--- config.mk ---
export PLATFORM = sky130hd
export DESIGN_NAME = iir_biquad_transposed_df2_flat
export DESIGN_NICKNAME = d
export VERILOG_FILES = /design/src/rtl/ibq_pkg.sv /design/src/rtl/ibq_if.sv /design/src/rtl/ibq_ctrl.sv /design/src/rtl/ibq_datapath.sv /design/src/rtl/iir_biquad_transposed_df2.sv /design/src/flat_wrapper.sv
export VERILOG_INCLUDE_DIRS = /design/src /design/src/rtl
export SDC_FILE = /design/constraint.sdc
export NUM_CORES = 2
export LEC_CHECK = 0
export BUFFER_PORTS_ARGS = -buffer_cell sky130_fd_sc_hd__buf_2
export CORE_UTILIZATION = 55
export CTS_CLUSTER_DIAMETER = 150
export CTS_CLUSTER_SIZE = 10
export DETAILED_ROUTE_END_ITERATION = 8
export PLACE_DENSITY = 0.74
export SYNTH_ARGS = -nofsm -noshare
export SYNTH_HDL_FRONTEND = slang
export SYNTH_SLANG_ARGS = --single-unit
--- constraint.sdc ---
create_clock -name clk_i -period 7.5 [get_ports clk_i]
set_clock_uncertainty 0.05 [all_clocks]
set_input_delay 1.125 -clock clk_i [delete_from_list [all_inputs] [get_ports clk_i]]
set_output_delay 1.125 -clock clk_i [all_outputs]
set_load 0.05 [all_outputs]
--- src/rtl/iir_biquad_transposed_df2_macros.svh ---
// Assertion macros shared by the biquad filter modules.
`ifndef IIR_BIQUAD_TRANSPOSED_DF2_MACROS_SVH
`define IIR_BIQUAD_TRANSPOSED_DF2_MACROS_SVH

`ifndef SYNTHESIS
`define IBQ_ASSERT(lbl, prop, msg) \
  lbl: assert property (@(posedge clk_i) disable iff (!rst_ni) prop) else $error(msg);
`define IBQ_ASSERT_IMP(lbl, ante, cons, msg) \
  lbl: assert property (@(posedge clk_i) disable iff (!rst_ni) (ante) |-> (cons)) else $error(msg);
`else
`define IBQ_ASSERT(lbl, prop, msg)
`define IBQ_ASSERT_IMP(lbl, ante, cons, msg)
`endif

`endif

--- src/rtl/ibq_pkg.sv ---
// Package with constants, codes and control types of the biquad filter.
`timescale 1ns / 1ps
package ibq_pkg;

  localparam int SAMPLE_WIDTH_DEF = 16;
  localparam int COEF_WIDTH_DEF   = 18;
  localparam int COEF_INT_BITS    = 4;
  localparam int STATE_BITS       = 40;
  localparam int CFG_IDX_W        = 3;
  localparam int B0_RESET         = 16384;

  typedef enum logic [CFG_IDX_W-1:0] {
    CFG_FEED_B0 = 3'd0,
    CFG_FEED_B1 = 3'd1,
    CFG_FEED_B2 = 3'd2,
    CFG_BACK_A1 = 3'd3,
    CFG_BACK_A2 = 3'd4
  } cfg_idx_e;

  typedef enum logic [2:0] {
    ST_IDLE,
    ST_Y,
    ST_B1,
    ST_A1,
    ST_B2,
    ST_A2,
    ST_HOLD
  } state_e;

  typedef enum logic [2:0] {
    MUL_B0X,
    MUL_B1X,
    MUL_A1Y,
    MUL_B2X,
    MUL_A2Y
  } mul_op_e;

  typedef struct packed {
    logic    load_x;
    logic    use_in;
    mul_op_e mul_op;
    logic    clr_state;
    logic    load_y;
    logic    load_sum;
    logic    load_s0;
    logic    load_prod;
    logic    load_s1;
    logic    out_load;
  } cmd_t;

  typedef struct packed {
    logic out_free;
  } status_t;

endpackage

--- src/rtl/ibq_if.sv ---
// Valid/ready channel interfaces for the filter's sample input and result output.
`timescale 1ns / 1ps
interface ibq_in_if #(
  parameter int SAMPLE_WIDTH = 16
);
  logic                           valid;
  logic                           ready;
  logic                           kind;
  logic signed [SAMPLE_WIDTH-1:0] sample_in;

  modport source (output valid, output kind, output sample_in, input ready);
  modport sink   (input valid, input kind, input sample_in, output ready);
endinterface

interface ibq_out_if #(
  parameter int SAMPLE_WIDTH = 16
);
  logic                           valid;
  logic                           ready;
  logic signed [SAMPLE_WIDTH-1:0] sample_out;

  modport source (output valid, output sample_out, input ready);
  modport sink   (input valid, input sample_out, output ready);
endinterface

--- src/rtl/ibq_ctrl.sv ---
// Sequencer that steps one sample through the shared multiplier schedule.
`timescale 1ns / 1ps
`include "iir_biquad_transposed_df2_macros.svh"
module ibq_ctrl (
  input  logic            clk_i,
  input  logic            rst_ni,
  input  logic            in_valid_i,
  input  logic            in_kind_i,
  output logic            in_ready_o,
  input  ibq_pkg::status_t status_i,
  output ibq_pkg::cmd_t    cmd_o
);
  import ibq_pkg::*;

  state_e state_q, state_d;
  logic   accept;

  assign in_ready_o = (state_q == ST_IDLE);
  assign accept     = in_valid_i && in_ready_o;

  always_ff @(posedge clk_i or negedge rst_ni) begin
    if (!rst_ni) begin
      state_q <= ST_IDLE;
    end else begin
      state_q <= state_d;
    end
  end

  always_comb begin
    state_d = state_q;
    case (state_q)
      ST_IDLE: begin
        if (accept && !in_kind_i) state_d = ST_Y;
      end
      ST_Y:  state_d = ST_B1;
      ST_B1: state_d = ST_A1;
      ST_A1: state_d = ST_B2;
      ST_B2: state_d = ST_A2;
      ST_A2: begin
        state_d = status_i.out_free ? ST_IDLE : ST_HOLD;
      end
      ST_HOLD: begin
        if (status_i.out_free) state_d = ST_IDLE;
      end
      default: state_d = ST_IDLE;
    endcase
  end

  always_comb begin
    cmd_o = '0;
    cmd_o.mul_op = MUL_B0X;
    case (state_q)
      ST_IDLE: begin
        // The first product is taken straight from the input beat.
        cmd_o.use_in    = 1'b1;
        cmd_o.load_x    = accept && !in_kind_i;
        cmd_o.clr_state = accept && in_kind_i;
      end
      ST_Y: begin
        cmd_o.load_y = 1'b1;
        cmd_o.mul_op = MUL_B1X;
      end
      ST_B1: begin
        cmd_o.load_sum = 1'b1;
        cmd_o.mul_op   = MUL_A1Y;
      end
      ST_A1: begin
        cmd_o.load_s0 = 1'b1;
        cmd_o.mul_op  = MUL_B2X;
      end
      ST_B2: begin
        cmd_o.load_prod = 1'b1;
        cmd_o.mul_op    = MUL_A2Y;
      end
      ST_A2: begin
        cmd_o.load_s1  = 1'b1;
        cmd_o.out_load = status_i.out_free;
      end
      ST_HOLD: begin
        cmd_o.out_load = status_i.out_free;
      end
      default: begin
        cmd_o.use_in = 1'b0;
      end
    endcase
  end

  `IBQ_ASSERT(a_sample_starts, (accept && !in_kind_i) |=> (state_q == ST_Y), "sample did not start")
  `IBQ_ASSERT_IMP(a_load_when_free, cmd_o.out_load, status_i.out_free, "result loaded over a full slot")
  `IBQ_ASSERT(a_hold_on_stall, (state_q == ST_A2 && !status_i.out_free) |=> (state_q == ST_HOLD), "stalled result not held")

endmodule

--- src/rtl/ibq_datapath.sv ---
// Coefficient registers, shared multiplier, state words and result register.
`timescale 1ns / 1ps
`include "iir_biquad_transposed_df2_macros.svh"
module ibq_datapath #(
  parameter int SAMPLE_WIDTH = ibq_pkg::SAMPLE_WIDTH_DEF,
  parameter int COEF_WIDTH   = ibq_pkg::COEF_WIDTH_DEF
) (
  input  logic                           clk_i,
  input  logic                           rst_ni,
  input  logic                           cfg_we_i,
  input  logic [ibq_pkg::CFG_IDX_W-1:0]  cfg_idx_i,
  input  logic [COEF_WIDTH-1:0]          cfg_data_i,
  input  logic signed [SAMPLE_WIDTH-1:0] in_sample_i,
  input  ibq_pkg::cmd_t                  cmd_i,
  output ibq_pkg::status_t               status_o,
  input  logic                           out_ready_i,
  output logic                           out_valid_o,
  output logic signed [SAMPLE_WIDTH-1:0] out_sample_o
);
  import ibq_pkg::*;

  localparam int FRAC = COEF_WIDTH - COEF_INT_BITS;
  localparam int PW   = COEF_WIDTH + SAMPLE_WIDTH;
  localparam int RW   = STATE_BITS + 1;
  localparam logic [COEF_WIDTH-1:0] B0_RST = COEF_WIDTH'(B0_RESET);
  localparam logic signed [RW-1:0] HALF = RW'(64'(1) << (FRAC - 1));
  localparam logic signed [RW-1:0] YMAX = RW'((64'(1) << (SAMPLE_WIDTH - 1)) - 64'(1));
  localparam logic signed [RW-1:0] YMIN = ~YMAX;

  logic signed [COEF_WIDTH-1:0]   b0_q, b1_q, b2_q, a1_q, a2_q;
  logic signed [SAMPLE_WIDTH-1:0] x_q, y_q, y_d, out_q;
  logic signed [STATE_BITS-1:0]   s0_q, s1_q, t_q, prod_q, acc;
  logic signed [COEF_WIDTH-1:0]   coef_op;
  logic signed [SAMPLE_WIDTH-1:0] samp_op;
  logic signed [PW-1:0]           mul_full;
  logic signed [RW-1:0]           rnd_sum, rnd_val;
  logic                           out_valid_q;
  logic                           out_free;

  always_ff @(posedge clk_i or negedge rst_ni) begin
    if (!rst_ni) begin
      b0_q <= B0_RST;
      b1_q <= '0;
      b2_q <= '0;
      a1_q <= '0;
      a2_q <= '0;
    end else if (cfg_we_i) begin
      case (cfg_idx_i)
        CFG_FEED_B0: b0_q <= cfg_data_i;
        CFG_FEED_B1: b1_q <= cfg_data_i;
        CFG_FEED_B2: b2_q <= cfg_data_i;
        CFG_BACK_A1: a1_q <= cfg_data_i;
        CFG_BACK_A2: a2_q <= cfg_data_i;
        default: ;
      endcase
    end
  end

  always_comb begin
    case (cmd_i.mul_op)
      MUL_B0X: coef_op = b0_q;
      MUL_B1X: coef_op = b1_q;
      MUL_A1Y: coef_op = a1_q;
      MUL_B2X: coef_op = b2_q;
      MUL_A2Y: coef_op = a2_q;
      default: coef_op = b0_q;
    endcase
  end

  always_comb begin
    if (cmd_i.use_in) begin
      samp_op = in_sample_i;
    end else if (cmd_i.mul_op == MUL_A1Y || cmd_i.mul_op == MUL_A2Y) begin
      samp_op = y_q;
    end else begin
      samp_op = x_q;
    end
  end

  assign mul_full = coef_op * samp_op;

  // Output word: round half up at the state fraction point, then clamp.
  assign acc     = s0_q + prod_q;
  assign rnd_sum = RW'(acc) + HALF;
  assign rnd_val = rnd_sum >>> FRAC;

  always_comb begin
    if (rnd_val > YMAX) begin
      y_d = SAMPLE_WIDTH'(YMAX);
    end else if (rnd_val < YMIN) begin
      y_d = SAMPLE_WIDTH'(YMIN);
    end else begin
      y_d = SAMPLE_WIDTH'(rnd_val);
    end
  end

  // Products land in state units directly and are resized to the state width.
  always_ff @(posedge clk_i) begin
    prod_q <= STATE_BITS'(mul_full);
    if (cmd_i.load_x) x_q <= in_sample_i;
    if (cmd_i.load_y) y_q <= y_d;
    if (cmd_i.load_sum) begin
      t_q <= s1_q + prod_q;
    end else if (cmd_i.load_prod) begin
      t_q <= prod_q;
    end
    if (cmd_i.out_load) out_q <= y_q;
  end

  always_ff @(posedge clk_i or negedge rst_ni) begin
    if (!rst_ni) begin
      s0_q <= '0;
      s1_q <= '0;
    end else if (cmd_i.clr_state) begin
      s0_q <= '0;
      s1_q <= '0;
    end else begin
      if (cmd_i.load_s0) s0_q <= t_q - prod_q;
      if (cmd_i.load_s1) s1_q <= t_q - prod_q;
    end
  end

  assign out_free = !out_valid_q || out_ready_i;

  always_ff @(posedge clk_i or negedge rst_ni) begin
    if (!rst_ni) begin
      out_valid_q <= 1'b0;
    end else if (cmd_i.out_load) begin
      out_valid_q <= 1'b1;
    end else if (out_ready_i) begin
      out_valid_q <= 1'b0;
    end
  end

  assign status_o.out_free = out_free;
  assign out_valid_o       = out_valid_q;
  assign out_sample_o      = out_q;

  `IBQ_ASSERT(a_load_sets_valid, cmd_i.out_load |=> out_valid_q, "loaded result not valid")
  `IBQ_ASSERT(a_clear_zeroes, cmd_i.clr_state |=> (s0_q == '0 && s1_q == '0), "clear left state")
  `IBQ_ASSERT_IMP(a_clear_alone, cmd_i.clr_state, !(cmd_i.load_y || cmd_i.out_load || cmd_i.load_x), "clear overlaps a sample")

endmodule

--- src/rtl/iir_biquad_transposed_df2.sv ---
// Top level of the second-order transposed direct form II IIR filter.
//
// Input channel in_ch carries one beat per item: kind 0 filters sample_in,
// kind 1 zeroes both state words and yields no result. Output channel
// out_ch carries one beat with sample_out for every filtered sample.
// Coefficients b0, b1, b2, a1, a2 (already normalized, Q3.14 at the default
// width) are written through cfg_we_i / cfg_idx_i / cfg_data_i. The user must
// write them only while idle; the block itself does not enforce this. From
// the accept cycle, which forms b0*x, a sample runs through five steps that
// share the single multiplier for y, b1*x, a1*y, b2*x and a2*y. The result
// is valid when the sequencer returns to idle, and the next sample may be
// accepted in that same cycle. A clear beat does not enter the schedule.
// The result sits in an output register; if the receiver stalls, one result
// waits there while the next sample is computed, and the block then holds
// that next result until the register frees. Reset clears the state words,
// sets b0 to 1.0 and the other coefficients to zero, and empties the
// output register.
`timescale 1ns / 1ps
module iir_biquad_transposed_df2 #(
  parameter int SAMPLE_WIDTH = ibq_pkg::SAMPLE_WIDTH_DEF,
  parameter int COEF_WIDTH   = ibq_pkg::COEF_WIDTH_DEF
) (
  input  logic                          clk_i,
  input  logic                          rst_ni,
  ibq_in_if.sink                        in_ch,
  ibq_out_if.source                     out_ch,
  input  logic                          cfg_we_i,
  input  logic [ibq_pkg::CFG_IDX_W-1:0] cfg_idx_i,
  input  logic [COEF_WIDTH-1:0]         cfg_data_i
);
  import ibq_pkg::*;

  cmd_t    cmd;
  status_t status;

  ibq_ctrl u_ctrl (
    .clk_i      (clk_i),
    .rst_ni     (rst_ni),
    .in_valid_i (in_ch.valid),
    .in_kind_i  (in_ch.kind),
    .in_ready_o (in_ch.ready),
    .status_i   (status),
    .cmd_o      (cmd)
  );

  ibq_datapath #(
    .SAMPLE_WIDTH (SAMPLE_WIDTH),
    .COEF_WIDTH   (COEF_WIDTH)
  ) u_datapath (
    .clk_i        (clk_i),
    .rst_ni       (rst_ni),
    .cfg_we_i     (cfg_we_i),
    .cfg_idx_i    (cfg_idx_i),
    .cfg_data_i   (cfg_data_i),
    .in_sample_i  (in_ch.sample_in),
    .cmd_i        (cmd),
    .status_o     (status),
    .out_ready_i  (out_ch.ready),
    .out_valid_o  (out_ch.valid),
    .out_sample_o (out_ch.sample_out)
  );

endmodule
--- src/flat_wrapper.sv ---
// flat-port wrapper written by rule: the top's interface ports become plain ports
module iir_biquad_transposed_df2_flat import ibq_pkg::*;
#(
  parameter int SAMPLE_WIDTH = ibq_pkg::SAMPLE_WIDTH_DEF,
  parameter int COEF_WIDTH   = ibq_pkg::COEF_WIDTH_DEF
)
  (clk_i, rst_ni, cfg_we_i, cfg_idx_i, cfg_data_i, in_ch_valid, in_ch_kind, in_ch_sample_in, in_ch_ready, out_ch_valid, out_ch_sample_out, out_ch_ready);
  ibq_in_if #(.SAMPLE_WIDTH(SAMPLE_WIDTH)) in_ch_i ();
  ibq_out_if #(.SAMPLE_WIDTH(SAMPLE_WIDTH)) out_ch_i ();
  input  logic clk_i;
  input  logic rst_ni;
  input  logic cfg_we_i;
  input  logic [ibq_pkg::CFG_IDX_W-1:0] cfg_idx_i;
  input  logic [COEF_WIDTH-1:0] cfg_data_i;
  input wire logic [$bits(in_ch_i.valid)-1:0] in_ch_valid;
  input wire logic [$bits(in_ch_i.kind)-1:0] in_ch_kind;
  input wire logic [$bits(in_ch_i.sample_in)-1:0] in_ch_sample_in;
  output wire logic [$bits(in_ch_i.ready)-1:0] in_ch_ready;
  output wire logic [$bits(out_ch_i.valid)-1:0] out_ch_valid;
  output wire logic [$bits(out_ch_i.sample_out)-1:0] out_ch_sample_out;
  input wire logic [$bits(out_ch_i.ready)-1:0] out_ch_ready;
  assign in_ch_i.valid = in_ch_valid;
  assign in_ch_i.kind = in_ch_kind;
  assign in_ch_i.sample_in = in_ch_sample_in;
  assign in_ch_ready = in_ch_i.ready;
  assign out_ch_valid = out_ch_i.valid;
  assign out_ch_sample_out = out_ch_i.sample_out;
  assign out_ch_i.ready = out_ch_ready;
  iir_biquad_transposed_df2 #(.SAMPLE_WIDTH(SAMPLE_WIDTH), .COEF_WIDTH(COEF_WIDTH)) u_core (.clk_i(clk_i), .rst_ni(rst_ni), .in_ch(in_ch_i), .out_ch(out_ch_i), .cfg_we_i(cfg_we_i), .cfg_idx_i(cfg_idx_i), .cfg_data_i(cfg_data_i));
endmodule
== Yosys cells after proc, flatten, opt, wreduce, memory -nomap -nowiden ==
Cells that the tools add are included.
Cells by class
  $add $sub $neg: 4
  multiply operators: 1
  order comparisons: 2
  equality and inequality tests: 16
  mux-type cells: 26
  reductions and logical operators: 20
Operators by type and width (count)
  $mux W40: 6
  $add A40 B34 Y40: 2
  $pmux W18 S4: 1
  $mux W16: 3
  $add A40 B15 Y41 const B: 1
  $sub A40 B34 Y40: 1
  $mul A18 B16 Y34: 1
  $gt A27 B16 Y1 const B: 1
  $lt A27 B16 Y1 const B: 1
  $pmux W3 S7: 1
  $eq A3 B2 Y1 const B: 6
  $eq A3 B3 Y1 const B: 5
  $pmux W3 S4: 1
  $reduce_and A2 Y1: 6
  $mux W1: 11
  $eq A3 B1 Y1 const B: 3
  $mux W3: 3
  $reduce_bool A2 Y1: 4
  $logic_not A3 Y1: 2
  $logic_and A1 B1 Y1: 3
  $logic_not A1 Y1: 2
  $logic_or A1 B1 Y1: 2
  $ne A2 B1 Y1 const B: 1
  $ne A2 B2 Y1 const B: 1
  $reduce_or A2 Y1: 1
Word-level totals
  flip-flop bits (word level): 296
  bits of input ports: 43

== Depth between registers and ports, before layout ==
  depth after elaboration: 7
  depth in mapped cells: 33
  depth with buffers taken out: 30

== Hierarchy ==
Synthesis repeated with hierarchy kept, for this count alone.
Unflattened totals
  cell total of the unflattened synthesis: 2998
  area, all modules: 28428.5 µm²
Modules (own cells, without submodules)
  ibq_datapath: times used 1, cells each 2970, area each 28179.5 µm², seq. area each 7603.5 µm²
  ibq_ctrl: times used 1, cells each 28, area each 249.0 µm², seq. area each 75.1 µm²

== Least setup slack after synthesis ==
Ideal clock, no wire load.
  kind: register to register
  start point: register u_core.u_ctrl.state_q[1]
  end point: register u_core.u_datapath.prod_q[33] (netlist name)
  library setup time: 0.072 ns
  arrival: 7.963 ns
  slack: -0.585 ns
  stages on the path, launching flop included: 29
  path buffers: 4
  path through: dfrtp_1 -> clkbuf_1 -> nor2_1 -> and2_1 -> clkbuf_1 -> clkbuf_1 -> nand2_1 -> nand4_1 -> clkbuf_1 -> nand2_1 -> fa_1 -> inv_1 -> fa_1 -> fa_1 -> fa_1 -> fa_1 -> inv_1 -> fa_1 -> inv_1 -> ha_1 -> a21o_1 -> a21oi_1 -> o21ai_0 -> a2111oi_0 -> nor2_1 -> a41oi_1 -> o21ai_0 -> o41ai_1 -> xnor2_1
On the way
  longest elaborated chain between the ends: 7
  elaborated cells on any way between the ends: 16
Ends and longest elaborated chain
  start: declaration: line ibq_ctrl.sv:15  | state_e state_q, state_d;
  start signal: assignment: line ibq_ctrl.sv:25  | state_q <= state_d;
  $eq A3 B3 Y1, or another cell as far along: line ibq_ctrl.sv:52  | case (state_q)
  $pmux W3 S4: line ibq_ctrl.sv:52
  $eq A3 B2 Y1 / $eq A3 B3 Y1 (equally long branches): line ibq_datapath.sv:60, ibq_datapath.sv:73
  $logic_or A1 B1 Y1: line ibq_datapath.sv:73  | end else if (cmd_i.mul_op == MUL_A1Y || cmd_i.mul_op == MUL_A2Y) begin
  $mux W16: line ibq_datapath.sv:73
  $mux W16: line ibq_datapath.sv:71  | if (cmd_i.use_in) begin
  $mul A18 B16 Y34 *: line ibq_datapath.sv:80  | assign mul_full = coef_op * samp_op;
  net u_core.u_datapath.mul_full[33]: line ibq_datapath.sv:35  | logic signed [PW-1:0] mul_full;
Mark *: on every way through the listed nets, which the timed path passes. The rest lies on a longest branch.
A chain may end at the register's enable or synchronous reset.

== Final worst setup path ==
  start point: register u_core.u_ctrl.state_q[0]
  end point: register u_core.u_datapath.prod_q[33] (netlist name)
On the way
  longest elaborated chain between the ends: 7
  elaborated cells on any way between the ends: 16
Ends and longest elaborated chain (line)
  $eq A3 B3 Y1, or another cell as far along: ibq_ctrl.sv:52
  $pmux W3 S4: ibq_ctrl.sv:52
  $eq A3 B2 Y1 / $eq A3 B3 Y1 (equally long branches): ibq_datapath.sv:60, ibq_datapath.sv:73
  $logic_or A1 B1 Y1: ibq_datapath.sv:73
  $mux W16: ibq_datapath.sv:73
  $mux W16: ibq_datapath.sv:71
  $mul A18 B16 Y34 *: ibq_datapath.sv:80
  net u_core.u_datapath.mul_full[33]: ibq_datapath.sv:35
Marked as above.

==> flow_summary_export.csv <==
group,metric,value,unit
routing,final_antenna_net_count,0,
clock_network,numClockSinks,296,
final_layout,layout-drive-gt1-share,16.5,%
placed_design,placed_area,31500,sq um
floorplanning,num_rows,82,
critical_path,crit_path_end_kind,"flop",
logic_synthesis,synth_warnings,0,
logic_synthesis,synth_top_family_by_area,"adder cells",
logic_synthesis,synth-seq-area-share,27.0,%
final_layout,syn2layout_area_growth,15.0,%
floorplanning,start_util,56.3,%
logic_synthesis,ys_seq_elements,296,
logic_synthesis,ys.flop_type,"dfrtp_1",
logic_synthesis,avgSynthCellArea,9.36,sq um
critical_path,start_kind,"flop",
sta,period_minus_slack,7.40,ns
global_route,grt_max_degree,73,
routing,firstDrtPassIters,5,
floorplanning,ios,61,
clock_network,cts_tree,"built",
sta,relSlewSlack,28.2,%
sta,hold_ws,0.413,ns
sta,max_freq,135,MHz
critical_path,crit_path_frequent_cell,"fa_1",
floorplanning,fp.coreArea,50600,sq um
logic_synthesis,synth_edf_count,88,
critical_path,cp_max_fo,15,
placed_design,place_hpwl,62700,um
run_status,status,"completed",
sta,rsz0062_at_grt,"true",
clock_network,clockBufferDepth,3,
logic_synthesis,muxShareOfSynthArea,3.82,%
clock_network,cts_buffers,36,
clock_network,cts_root_buf,"clkbuf_16",
worst_hold_path,worstHoldPathType,"reg -> reg",
logic_synthesis,syn-num-nets,3579,
run,cap_viol_max_count,0,
global_route,antenna_found_initial,3,
floorplanning,die_x,229,um
clock_network,cts.clk_slew.worst_paths,0.06,ns
placed_design,gp_congestion,0.994,
clock_network,clk_latency,0.57,ns
logic_synthesis,syn-cell-area,28500,sq um
final_layout,fin_util,64.7,%
logic_synthesis,ys_async_sr_fraction,58.8,%
logic_synthesis,synth_simple_gate_area_share,15.1,%
final_layout,final_area,32700,sq um
floorplanning,fp.dieH,229,um
global_route,track_usage,30.2,%
global_route,grt_pass1_wl,126000,um
logic_synthesis,synth-compound-area-share,13.5,%
routing,drc,0,
logic_synthesis,synth_fa_ha_area_share,29.5,%
sta,fin_crit_sh,98.6,%
placed_design,dp.cells,3932,
critical_path,slowest_delay,0.56,ns
clock_network,htree_levels,2,
global_route,grt_pass1_vias,24266,
sta,worst_pin_slew,1.08,ns
logic_synthesis,synth_cell_types,92,
logic_synthesis,synthXorXnorAreaFrac,4.49,%
routing,vias_per_cell,5.81,
routing,dr_total_vias,23215,
clock_network,cts_hold_buf,0,
sta,setup_viol,0,
sta,hold_viol_final,0,
critical_path,required,7.94,ns
sta,drv_slew,0,
floorplanning,dieArea,52600,sq um
final_layout,layoutNonFillerInstCount,3997,
routing,drtIter0Drc,1511,
critical_path,slowest_stage,"fa_1",
critical_path,crit_type,"reg -> reg",
logic_synthesis,syn_inst,3041,
routing,routed_wl,78200,um
critical_path,worstPathArrival,7.83,ns
final_layout,fin_nets,3837,
placed_design,portBuffers,60,
global_route,grt_overflow,0,
routing,wl_per_cell,19.6,um
critical path: cells and delay by family, from the launching register on:
| kind | cells | cell delay [ns] |
|---|---|---|
| AOI/OAI and AO/OA | 7 | 1.46 |
| and+or+nand+nor | 6 | 0.83 |
| DFF | 1 | 0.45 |
| xor gates and xnor gates | 1 | 0.16 |
| adders and majority gates | 7 | 3.26 |
| buffers and inverters | 9 | 1.09 |
flip-flops by register name, summed over array words and instances (netlist names), 18 cells and up:
name	count
u_core.u_datapath.a2_q	18
u_core.u_datapath.t_q	40
u_core.u_datapath.s1_q	40
u_core.u_datapath.a1_q	18
u_core.u_datapath.prod_q	34
u_core.u_datapath.b2_q	18
u_core.u_datapath.b1_q	18
u_core.u_datapath.b0_q	18
u_core.u_datapath.s0_q	40
area by class of cell:
class                      count  area [sq um]
tap                          672           841
inverter                     382          1430
antenna                        1          2.50
sequential                   296          7680
timing repair buffer         323          2540
multi-input combinational   2260         19200
clock inverter                 4          41.3
fill                        4021         17900
clock buffer                  59           987
cells in the final DEF, fill, tap and decap left out, types with 68 or more instances in the layout:
master,count
nor2_1,250
inv_1,382
edfxtp_1,88
fa_1,293
ha_1,202
xnor2_1,89
nand2_1,399
mux2_2,92
buf_4,238
dfrtp_1,170
o21ai_0,107
a21o_1,68
a21oi_1,157
worst paths after layout:
path                                                              start                                            to  slack (ns)  cells after the start
worst max-delay path               u_core.u_ctrl.state_q[0]$_DFFE_PN0P_          u_core.u_datapath.prod_q[33]$_DFF_P_        0.10                     30
worst min-delay path            u_core.u_datapath.y_q[13]$_SDFFCE_PN1P_  u_core.u_datapath.out_sample_o[13]$_DFFE_PP_        0.41                      0
worst max register to register     u_core.u_ctrl.state_q[0]$_DFFE_PN0P_          u_core.u_datapath.prod_q[33]$_DFF_P_        0.10                     30
worst min register to register  u_core.u_datapath.y_q[13]$_SDFFCE_PN1P_  u_core.u_datapath.out_sample_o[13]$_DFFE_PP_        0.41                      0
max in group asynchronous                                        rst_ni         u_core.u_datapath.s1_q[2]$_DFFE_PN0P_        5.62                      2
min in group asynchronous                                        rst_ni        u_core.u_datapath.a1_q[12]$_DFFE_PN0P_        0.52                      1
Yosys cell counts, types with 37 or more instances:
cell type  count  area, sq um
o21ai_0      110          551
nand2_1      400         1500
a21o_1        68          510
nand3_1       48          240
mux2_2        92         1040
clkbuf_1      90          338
nor2_1       255          957
nand4_1       37          231
ha_1         202         2530
xor2_1        54          473
xnor2_1       90          788
inv_1        382         1430
dfrtp_1      173         4330
a21oi_1      160          801
fa_1         293         5870
edfxtp_1      88         2640
repair_timing:
| item | CTS | global route |
|---|---|---|
| endpoints found under the setup margin | 6 | 7 |
| resized for setup | 17 | 38 |
| cloned | 0 | 0 |
| buffers inserted | 0 | 1 |
| pin swaps | 2 | 5 |
routing by layer:
metal / up-vias / global-route usage (%) / part of all wire, %
met5: - / 0 / 0.017
li1: 10747 / - / -
met2: 821 / 51.7 / 49
met4: 2 / 11.0 / 3.5
met3: 176 / 4.92 / 6.7
met1: 11469 / 38.4 / 41
logic make-up (layout without fill, tap and decap cells):
group	Yosys count	count (layout)
fa+ha+maj	495	495
flops	296	296
mux	97	97
xor+xnor	145	145
simple gates	938	938
buf+inv	485	768
compound gates	585	585
other cells	0	1
per-stage QoR:
step | setup TNS [ns] | worst slack, ns
CTS | 0 | 0.00168
global placement | -0.906 | -0.423
global route | -0.146 | -0.119
finish | 0 | 0.104
floorplan | 0 | 0.00561
detailed placement | -1.50 | -0.562
Power is not shown: default switching activity piles up to over one toggle a cycle in this logic, so the estimate is an artifact.
